[config.mk]
export PLATFORM = sky130hd
export DESIGN_NAME = vlmr_ctrl
export DESIGN_NICKNAME = d
export VERILOG_FILES = /design/src/vlmr_pkg.sv /design/src/vlmr_ctrl.sv
export SDC_FILE = /design/constraint.sdc
export NUM_CORES = 1
export LEC_CHECK = 0
export BUFFER_PORTS_ARGS = -buffer_cell sky130_fd_sc_hd__buf_2
export CAP_MARGIN = 20
export CORE_MARGIN = 2
export CORE_UTILIZATION = 40
export CTS_CLUSTER_DIAMETER = 200
export DETAILED_ROUTE_END_ITERATION = 8
export PLACE_DENSITY = 0.81
export RECOVER_POWER = 50
export SETUP_SLACK_MARGIN = 0.5
export SYNTH_ARGS = -nofsm -noshare
export SYNTH_HDL_FRONTEND = slang
export SYNTH_SLANG_ARGS = --single-unit
[constraint.sdc]
create_clock -name clk -period 1.6 [get_ports clk]
set_clock_uncertainty 0.05 [all_clocks]
set_input_delay 0.16 -clock clk [delete_from_list [all_inputs] [get_ports clk]]
set_output_delay 0.16 -clock clk [all_outputs]
set_load 0.05 [all_outputs]
[src/vlmr_pkg.sv]
// Shared types and codes for the variable-length message ring.
// Used by vlmr_ctrl, vlmr_dp and the top level; no dependencies.
`timescale 1ns / 1ps

package vlmr_pkg;

    // item kinds on the input channel
    localparam logic [1:0] KIND_OPEN = 2'd0;
    localparam logic [1:0] KIND_PAY  = 2'd1;
    localparam logic [1:0] KIND_READ = 2'd2;

    // result status codes
    typedef enum logic [2:0] {
        ST_OK       = 3'd0,
        ST_NO_SPACE = 3'd1,
        ST_EMPTY    = 3'd2,
        ST_TOO_LONG = 3'd3,
        ST_SEQ_ERR  = 3'd4
    } status_t;

    // controller states
    typedef enum logic [3:0] {
        S_IDLE,
        S_DECODE,
        S_HDR,
        S_PAY,
        S_RH0,
        S_RH1,
        S_RLEN,
        S_RCHK,
        S_RADDR,
        S_RDATA,
        S_RESP
    } state_t;

    // datapath commands
    typedef enum logic [3:0] {
        CMD_NONE,
        CMD_LATCH,
        CMD_RESULT,
        CMD_HDR,
        CMD_PAY,
        CMD_RD_H0,
        CMD_RD_H1,
        CMD_RD_LEN,
        CMD_RD_ZERO,
        CMD_RD_START,
        CMD_RD_ADDR,
        CMD_RD_DATA
    } cmd_t;

    // controller to datapath
    typedef struct packed {
        cmd_t    cmd;
        status_t status;
    } ctl_t;

    // datapath to controller
    typedef struct packed {
        logic [1:0] kind;
        logic       wr_open;
        logic       space_ok;
        logic       empty;
        logic       rd_at_hdr;
        logic       too_long;
        logic       len_zero;
        logic       hdr_done;
    } stat_t;

endpackage

[src/vlmr_ctrl.sv]
// Sequencer for the message ring: steps each item through decode,
// memory accesses and the response. Depends on vlmr_pkg.
`timescale 1ns / 1ps

module vlmr_ctrl
    import vlmr_pkg::*;
(
    input  logic  clk,
    input  logic  rst_n,
    input  logic  s_tvalid,
    output logic  s_tready,
    output logic  m_tvalid,
    input  logic  m_tready,
    input  stat_t stat,
    output ctl_t  ctl
);

    state_t state_reg;
    state_t state_next;

    // state register
    always_ff @(posedge clk or negedge rst_n)
    begin
        if (!rst_n)
        begin
            state_reg <= S_IDLE;
        end
        else
        begin
            state_reg <= state_next;
        end
    end

    // next state
    always_comb
    begin
        state_next = state_reg;
        unique case (state_reg)
            S_IDLE:
            begin
                if (s_tvalid)
                begin
                    state_next = S_DECODE;
                end
            end
            S_DECODE:
            begin
                unique case (stat.kind)
                    KIND_OPEN:
                    begin
                        if (stat.wr_open || !stat.space_ok)
                        begin
                            state_next = S_RESP;
                        end
                        else
                        begin
                            state_next = S_HDR;
                        end
                    end
                    KIND_PAY:
                    begin
                        state_next = stat.wr_open ? S_PAY : S_RESP;
                    end
                    KIND_READ:
                    begin
                        if (stat.empty)
                        begin
                            state_next = S_RESP;
                        end
                        else if (stat.rd_at_hdr)
                        begin
                            state_next = S_RH0;
                        end
                        else
                        begin
                            state_next = S_RADDR;
                        end
                    end
                    default:
                    begin
                        state_next = S_RESP;
                    end
                endcase
            end
            S_HDR:
            begin
                if (stat.hdr_done)
                begin
                    state_next = S_RESP;
                end
            end
            S_PAY:   state_next = S_RESP;
            S_RH0:   state_next = S_RH1;
            S_RH1:   state_next = S_RLEN;
            S_RLEN:  state_next = S_RCHK;
            S_RCHK:
            begin
                if (stat.too_long || stat.len_zero)
                begin
                    state_next = S_RESP;
                end
                else
                begin
                    state_next = S_RDATA;
                end
            end
            S_RADDR: state_next = S_RDATA;
            S_RDATA: state_next = S_RESP;
            S_RESP:
            begin
                if (m_tready)
                begin
                    state_next = S_IDLE;
                end
            end
            default: state_next = S_IDLE;
        endcase
    end

    // outputs and datapath commands
    always_comb
    begin
        s_tready   = 1'b0;
        m_tvalid   = 1'b0;
        ctl.cmd    = CMD_NONE;
        ctl.status = ST_OK;
        unique case (state_reg)
            S_IDLE:
            begin
                s_tready = 1'b1;
                if (s_tvalid)
                begin
                    ctl.cmd = CMD_LATCH;
                end
            end
            S_DECODE:
            begin
                unique case (stat.kind)
                    KIND_OPEN:
                    begin
                        if (stat.wr_open)
                        begin
                            ctl.cmd    = CMD_RESULT;
                            ctl.status = ST_SEQ_ERR;
                        end
                        else if (!stat.space_ok)
                        begin
                            ctl.cmd    = CMD_RESULT;
                            ctl.status = ST_NO_SPACE;
                        end
                    end
                    KIND_PAY:
                    begin
                        if (!stat.wr_open)
                        begin
                            ctl.cmd    = CMD_RESULT;
                            ctl.status = ST_SEQ_ERR;
                        end
                    end
                    KIND_READ:
                    begin
                        if (stat.empty)
                        begin
                            ctl.cmd    = CMD_RESULT;
                            ctl.status = ST_EMPTY;
                        end
                    end
                    default:
                    begin
                        ctl.cmd    = CMD_RESULT;
                        ctl.status = ST_SEQ_ERR;
                    end
                endcase
            end
            S_HDR:   ctl.cmd = CMD_HDR;
            S_PAY:   ctl.cmd = CMD_PAY;
            S_RH0:   ctl.cmd = CMD_RD_H0;
            S_RH1:   ctl.cmd = CMD_RD_H1;
            S_RLEN:  ctl.cmd = CMD_RD_LEN;
            S_RCHK:
            begin
                if (stat.too_long)
                begin
                    ctl.cmd    = CMD_RESULT;
                    ctl.status = ST_TOO_LONG;
                end
                else if (stat.len_zero)
                begin
                    ctl.cmd = CMD_RD_ZERO;
                end
                else
                begin
                    ctl.cmd = CMD_RD_START;
                end
            end
            S_RADDR: ctl.cmd = CMD_RD_ADDR;
            S_RDATA: ctl.cmd = CMD_RD_DATA;
            S_RESP:  m_tvalid = 1'b1;
            default: ctl.cmd = CMD_NONE;
        endcase
    end

endmodule

# After elaboration in Yosys (flattened, before gate mapping)
# Index checks and enable logic that the tools add are counted.
[totals]
inputBits = 13
elab_cells = 46
output_inout_bits = 9
register_bits = 4
[classes]
mux = 23
n_eq_ne = 15
n_reduce_logical = 7
[ops]
columns = ["cell", "n"]
rows = [
  ["$pmux 4 s10", 2],
  ["$mux 4", 8],
  ["$pmux 7 s3", 1],
  ["$mux 5", 4],
  ["$eq 4x3->1 const B", 4],
  ["$eq 4x4->1 const B", 3],
  ["$pmux 4 s3", 1],
  ["$eq 4x2->1 const B", 2],
  ["$ne 2x2->1 const B", 3],
  ["$pmux 3 s2", 1],
  ["$eq 4x1->1 const B", 1],
  ["$logic_not 4->1", 1],
  ["$mux 1", 4],
  ["$mux 2", 2],
  ["$reduce_and 3->1", 1],
  ["$eq 2x1->1 const B", 1],
  ["$eq 2x2->1 const B", 1],
  ["$logic_not 2->1", 1],
  ["$logic_or 1x1->1", 2],
  ["$reduce_or 2->1", 1],
  ["$logic_not 1->1", 1],
]

# Longest topological paths before layout
# Gate-level depths: netlist of run 1.
[depth]
word_depth = 5
ltp_mapped = 5
mapped_depth_nobuf = 4

# Worst setup path after synthesis of run 1
# Ideal clock, no wire load.
[synth_path]
path_kind = "register -> output"
startpoint = "reg state_reg[2]"
endpoint = "out ctl[6] in the netlist's numbering"
n_path_buf = 1
arrival_time_ps = 2484
t_required_ps = 1390
stages_incl_launch_ff = 4
slack_ps = -1094
path_cell_list = "dfrtp_1 clkbuf_1 inv_1 o41ai_1"
[synth_lines]
columns = ["item", "line_no", "text"]
rows = [
  ["start: declaration", "vlmr_ctrl.sv:18", "state_t state_reg;"],
  ["start signal: assignment", "vlmr_ctrl.sv:30", "state_reg <= state_next;"],
  ["end: declaration", "vlmr_ctrl.sv:15", "output ctl_t ctl"],
]

==> results of run 1 <==
## timing repair
action,in CTS,in global routing
buffers inserted,4,10
setup endpoints to repair,13,13
pin swaps,3,7
hold buffers,1,0
resized for setup,29,29
cloned,0,0
hold endpoints to repair,4,0
## critical path: cells and delay by family, from the launching register on
family	cells	cell delay, ps
AOI/OAI and AO/OA	1	90
and+or+nand+nor	2	680
DFF	1	380
buffers and inverters	3	470
## per-layer routing
layer / up-vias / share of wire (%)
met3: 24 / 6.2
met2: 60 / 51
li1: 378 / -
met1: 417 / 36
met5: - / 0
met4: 0 / 6.5
## power by group
part           switching [mW]  leakage, nW  internal [mW]
combinational            1.08        0.512          0.911
clock                  0.0388       0.0138         0.0837
sequential             0.0595       0.0470          0.148
## per-stage QoR
stage | utilization, % | hold slack, ps
final | 95.3 | 211
after global routing | 95.3 | 227
after CTS | 80.7 | 169
after detailed placement | 66.8 | -85.0
after global placement | 66.8 | -85.7
after floorplan | - | -186
## kinds of logic after synthesis
kind of cell / count (synthesis)
compound gates: 21
xor+xnor: 2
buf+inv: 9
flops: 4
simple gates: 36
## cells in the final DEF (no fill, tap or decap), types with 4 or more instances in the layout
cell type / count
nor2_1: 4
a21oi_1: 5
buf_8: 5
buf_4: 26
nor2b_1: 4
buf_6: 12
nand2_1: 4
buf_2: 11
## final timing paths
kind                               from      endpoint  cells past startpoint
setup / recovery           state_reg[0]        ctl[4]                      6
hold / removal                  stat[3]  state_reg[2]                      3
setup reg to reg           state_reg[2]  state_reg[1]                      7
hold reg to reg            state_reg[3]  state_reg[2]                      4
max in group asynchronous         rst_n  state_reg[2]                      2
min in group asynchronous         rst_n  state_reg[3]                      2
## layout make-up
| type | count | area, sq um |
|---|---|---|
| Sequential cell | 4 | 104 |
| Tap cell | 15 | 18.8 |
| Clock buffer | 3 | 22.5 |
| Inverter | 4 | 18.8 |
| Timing Repair Buffer | 57 | 494 |
| Multi-Input combinational cell | 59 | 551 |
| Fill cell | 35 | 60.1 |
==> impl_metrics.yaml, run 1 <==
outcome:
  status: "finished with violations"
  failed_checks: "negative setup slack"
clocking:
  cts_max_level: 1
  clock_path_buffers: 2
  clk_latency_ps: 230
  cts_tree: "built"
  clock_sinks: 4
  path_clk_slew_ps: 40
  numCtsBuffers: 3
  cts-root-buf: "clkbuf_4"
global_route:
  grt-busiest-layer: "met2"
  antenna_found_initial: 0
  grt_use_met2_pct: 55.6
  grtUsageMet1_pct: 31.1
  grt_pass1_wl_mm: 3.17
  grt_pass1_vias: 730
  grt_max_degree: 13
  met3_usage_pct: 5.00
  grt_util_all_layers_pct: 30.1
  grt-ovfl-total: 0
worst_setup_path:
  crit_type: "flop to output port"
  crit_fanout: 8
  crit_arrival_ps: 1850
  crit_chain: "buf_6 -> buf_4 -> nand2b_4 -> a21oi_1 -> or4b_4 -> buf_8"
  endpoint_kind: "output port"
  cpPeakStageDelay_ps: 500
  cp.required_ps: 1390
  startpoint_type: "flop"
  slowest_stage: "or4b_4"
  ff2ff_setup_slack_ps: -150
yosys:
  synth-xor-area-share_pct: 3.29
  synth_top_family_by_area: "simple AND/OR/NAND/NOR gates"
  yosys_warnings: 0
  ys_seq_elements: 4
  synth_cell_types: 35
  synth-edff-count: 0
  netlist_top_cells_area: "dfrtp_1, a21oi_1, nor2_1"
  synth_ff_type: "dfrtp_1"
  postSynthCellCount: 72
  synth.area.mux_share_pct: 0
  synth_nets: 85
  synth_area_leader_cell: "dfrtp_1"
  synthTopCellsByCount: "nor2_1, a21oi_1, o21ai_0"
  synth_fa_ha_area_share_pct: 0
  synthArstFlopShare_pct: 100
  synth-seq-area-share_pct: 18.8
  yosys.area_share.simple_pct: 41.4
  syn_area_sq_um: 532
  synth.top_cell.area_share_pct: 18.8
  synth_compound_area_share_pct: 27.3
  synth_area_per_cell_sq_um: 7.39
  yosysMostFrequentCell: "nor2_1"
finish:
  nets: 142
  final_cells: 142
  final_cell_area_sq_um: 1210
  largest_reg_flops: 4
  drive_above_1_share_pct: 67.7
  antennaDiodeCount: 0
  area_growth_pct: 127
die:
  coreArea_sq_um: 1270
  die_h_um: 40.5
  start_util_pct: 41.9
  rows: 13
  fp.dieW_um: 40.5
  die-area_sq_um: 1640
  ios: 22
timing:
  relSlewSlack_pct: 75.0
  rsz0062_at_grt: "yes"
  finalHoldViolCount: 0
  final.setup.worst_slack_ps: -459
  clock.fmax_mhz: 486
  setup_viol: 11
  worstMarginPinSlew_ps: 372
  setup_tns_ps: -2370
  period_needed_ps: 2060
  maxSlewViolCount: 0
  fin_crit_sh_pct: 129
route:
  first_pass_iters: 4
  ant_nets: 0
  routed_via_density: 6.19
  dr_total_vias: 879
  wirelength_mm: 3.01
  drt_iter0_markers: 31
  route.detailed.drc: 0
  wl_per_cell_um: 21.2
min_path:
  hp-class: "primary input to flop"
placement:
  place_area_sq_um: 847
  port_buffers: 21
  gp_congestion: 0.807
  dp_cells: 124
  hpwl_mm: 1.29
  place_ws_ps: -233
power:
  cellPowerDensity_nw_per_um2: 1920
  finalPower_mw: 2.32
  cellLeakagePower_nw: 0.573
  vdd_ir_drop_max_uv: 1410
job:
  maxCapViolCount: 0
Power figures use the tool's default switching activity.
==> run 2: changes to the inputs <==
--- a/config.mk
+++ b/config.mk
@@ -8,11 +8,12 @@
 export BUFFER_PORTS_ARGS = -buffer_cell sky130_fd_sc_hd__buf_2
 export CAP_MARGIN = 20
 export CORE_MARGIN = 2
-export CORE_UTILIZATION = 40
+export CORE_UTILIZATION = 30
 export CTS_CLUSTER_DIAMETER = 200
 export DETAILED_ROUTE_END_ITERATION = 8
-export PLACE_DENSITY = 0.81
+export PLACE_DENSITY = 0.66
 export RECOVER_POWER = 50
+export REMOVE_ABC_BUFFERS = 1
 export SETUP_SLACK_MARGIN = 0.5
 export SYNTH_ARGS = -nofsm -noshare
 export SYNTH_HDL_FRONTEND = slang
==> impl_metrics.yaml, run 2 (same netlist as run 1, synthesis figures left out) <==
power:
  cellLeakagePower_nw: 0.548
  cellPowerDensity_nw_per_um2: 1860
  vdd_ir_drop_max_uv: 1340
  finalPower_mw: 2.12
finish:
  largest_reg_flops: 4
  mostFrequentLayoutCell: "buf_6"
  nets: 137
  seqCellArea_sq_um: 103
  area_growth_pct: 115
  antennaDiodeCount: 0
  drive_above_1_share_pct: 61.5
  multiInputGateArea_sq_um: 517
  fillers: 131
  final_cell_mix: "buf_6, buf_4, buf_2, nor2_1, a21oi_1"
placement:
  port_buffers: 21
  gp_congestion: 0.861
  hpwl_mm: 1.29
die:
  start_util_pct: 31.5
  die_h_um: 46.1
  die-area_sq_um: 2130
  ios: 22
  fp.dieW_um: 46.1
  rows: 15
  coreArea_sq_um: 1690
global_route:
  grt_max_degree: 21
  grt_util_all_layers_pct: 20.5
  antenna_found_initial: 0
  grt-ovfl-total: 0
  grt_pass1_wl_mm: 3.06
  grt_pass1_vias: 684
route:
  ant_nets: 0
  wirelength_mm: 2.23
  wl_per_cell_um: 16.0
  dr_total_vias: 764
  route.detailed.drc: 0
  first_pass_iters: 6
  drt_iter0_markers: 9
  routed_via_density: 5.50
min_path:
  hold_path_depth: 3
  whs_endpoint: "state_reg[2]"
  hp-class: "primary input to flop"
  worstHoldStart: "stat[3]"
worst_setup_path:
  crit_arrival_ps: 1830
  cpPeakStageDelay_ps: 510
  crit_fanout: 3
  crit_chain: "nor4b_4 -> and2_4 -> a32o_2 -> or4b_4 -> buf_6"
  ff2ff_setup_slack_ps: -280
  startpoint_type: "flop"
  worstRegToRegCells: 9
  worstPathBufferInverterCount: 1
  path_delay_family: "simple AND/OR/NAND/NOR gates"
  crit_type: "flop to output port"
  cp.required_ps: 1390
  r2r_end: "state_reg[1]"
  endpoint_kind: "output port"
  slowest_stage: "or4b_4"
  rr_startpoint: "state_reg[2]"
timing:
  rsz0062_at_grt: "yes"
  hold_slack_ps: 179
  setup_viol: 12
  worstMarginPinSlew_ps: 386
  maxSlewViolCount: 0
  final.setup.worst_slack_ps: -438
  period_needed_ps: 2040
  clock.fmax_mhz: 491
  finalHoldViolCount: 0
  fin_crit_sh_pct: 127
  relSlewSlack_pct: 73.9
clocking:
  path_clk_slew_ps: 40
  cts_tree: "built"
  numCtsBuffers: 3
  cts_max_level: 1
  clock_path_buffers: 2
  cts-root-buf: "clkbuf_4"
  clock_sinks: 4
  clk_latency_ps: 240
job:
  maxCapViolCount: 0
outcome:
  status: "finished with violations"
  failed_checks: "negative setup slack"
==> run 2: area by class of cell <==
| class | count | share of cell area [%] |
|---|---|---|
| timing repair buffer | 52 | 39.9 |
| inverter | 4 | 1.97 |
| sequential | 4 | 8.99 |
| multi-input combinational | 59 | 45.3 |
| tap | 17 | 1.86 |
| clock buffer | 3 | 1.97 |
==> run 2: per-layer routing <==
metal / vias up / share of wire [%] / global-route usage, %
met5: - / 0 / 0
met4: 0 / 0.36 / 5.14
met3: 2 / 4.1 / 4.71
met2: 32 / 55 / 36.1
met1: 361 / 41 / 24.9
li1: 369 / - / -
==> run 2: tightest hold or removal path: cells and delay by family <==
kind / cells / cell delay [ps]
AOI/OAI and AO/OA: 1 / 70
and+or+nand+nor: 1 / 90
buffers and inverters: 1 / 100
==> run 2: repair_timing <==
| action | in CTS | in global routing |
|---|---|---|
| setup endpoints to repair | 13 | 13 |
| pin swaps | 6 | 10 |
| buffers inserted | 3 | 9 |
| endpoints found under the hold margin | 4 | 0 |
| gates resized for setup | 44 | 22 |
| hold buffers | 1 | 0 |
==> run 2: where the power goes <==
part	switching, mW	leakage (nW)	internal, mW
Sequential	0.0527	0.0482	0.146
Combinational	0.968	0.486	0.831
Clock	0.0436	0.0138	0.0840
==> run 2: how the worst max path moves through the flow <==
stage	to	slack, ps	cells after the start	startpoint
after floorplan	ctl[6]	-970	2	state_reg[2]
after global placement	ctl[4]	-190	5	state_reg[0]
after detailed placement	ctl[4]	-230	5	state_reg[0]
after CTS	ctl[4]	-440	5	state_reg[0]
after global routing	ctl[4]	-480	5	state_reg[0]
final	ctl[4]	-440	5	state_reg[0]
==> run 2: per-stage QoR <==
stage / setup TNS (ps) / setup slack (ps) / area [sq um] / instances / util (%)
floorplan: -4120 / -967 / 498 / 67 / -
global placement: -429 / -192 / 759 / 123 / 45.0
detailed placement: -524 / -235 / 759 / 123 / 45.0
CTS: -1380 / -436 / 972 / 130 / 57.6
global route: -3290 / -477 / 1140 / 139 / 67.6
finish: -2780 / -438 / 1140 / 139 / 67.6
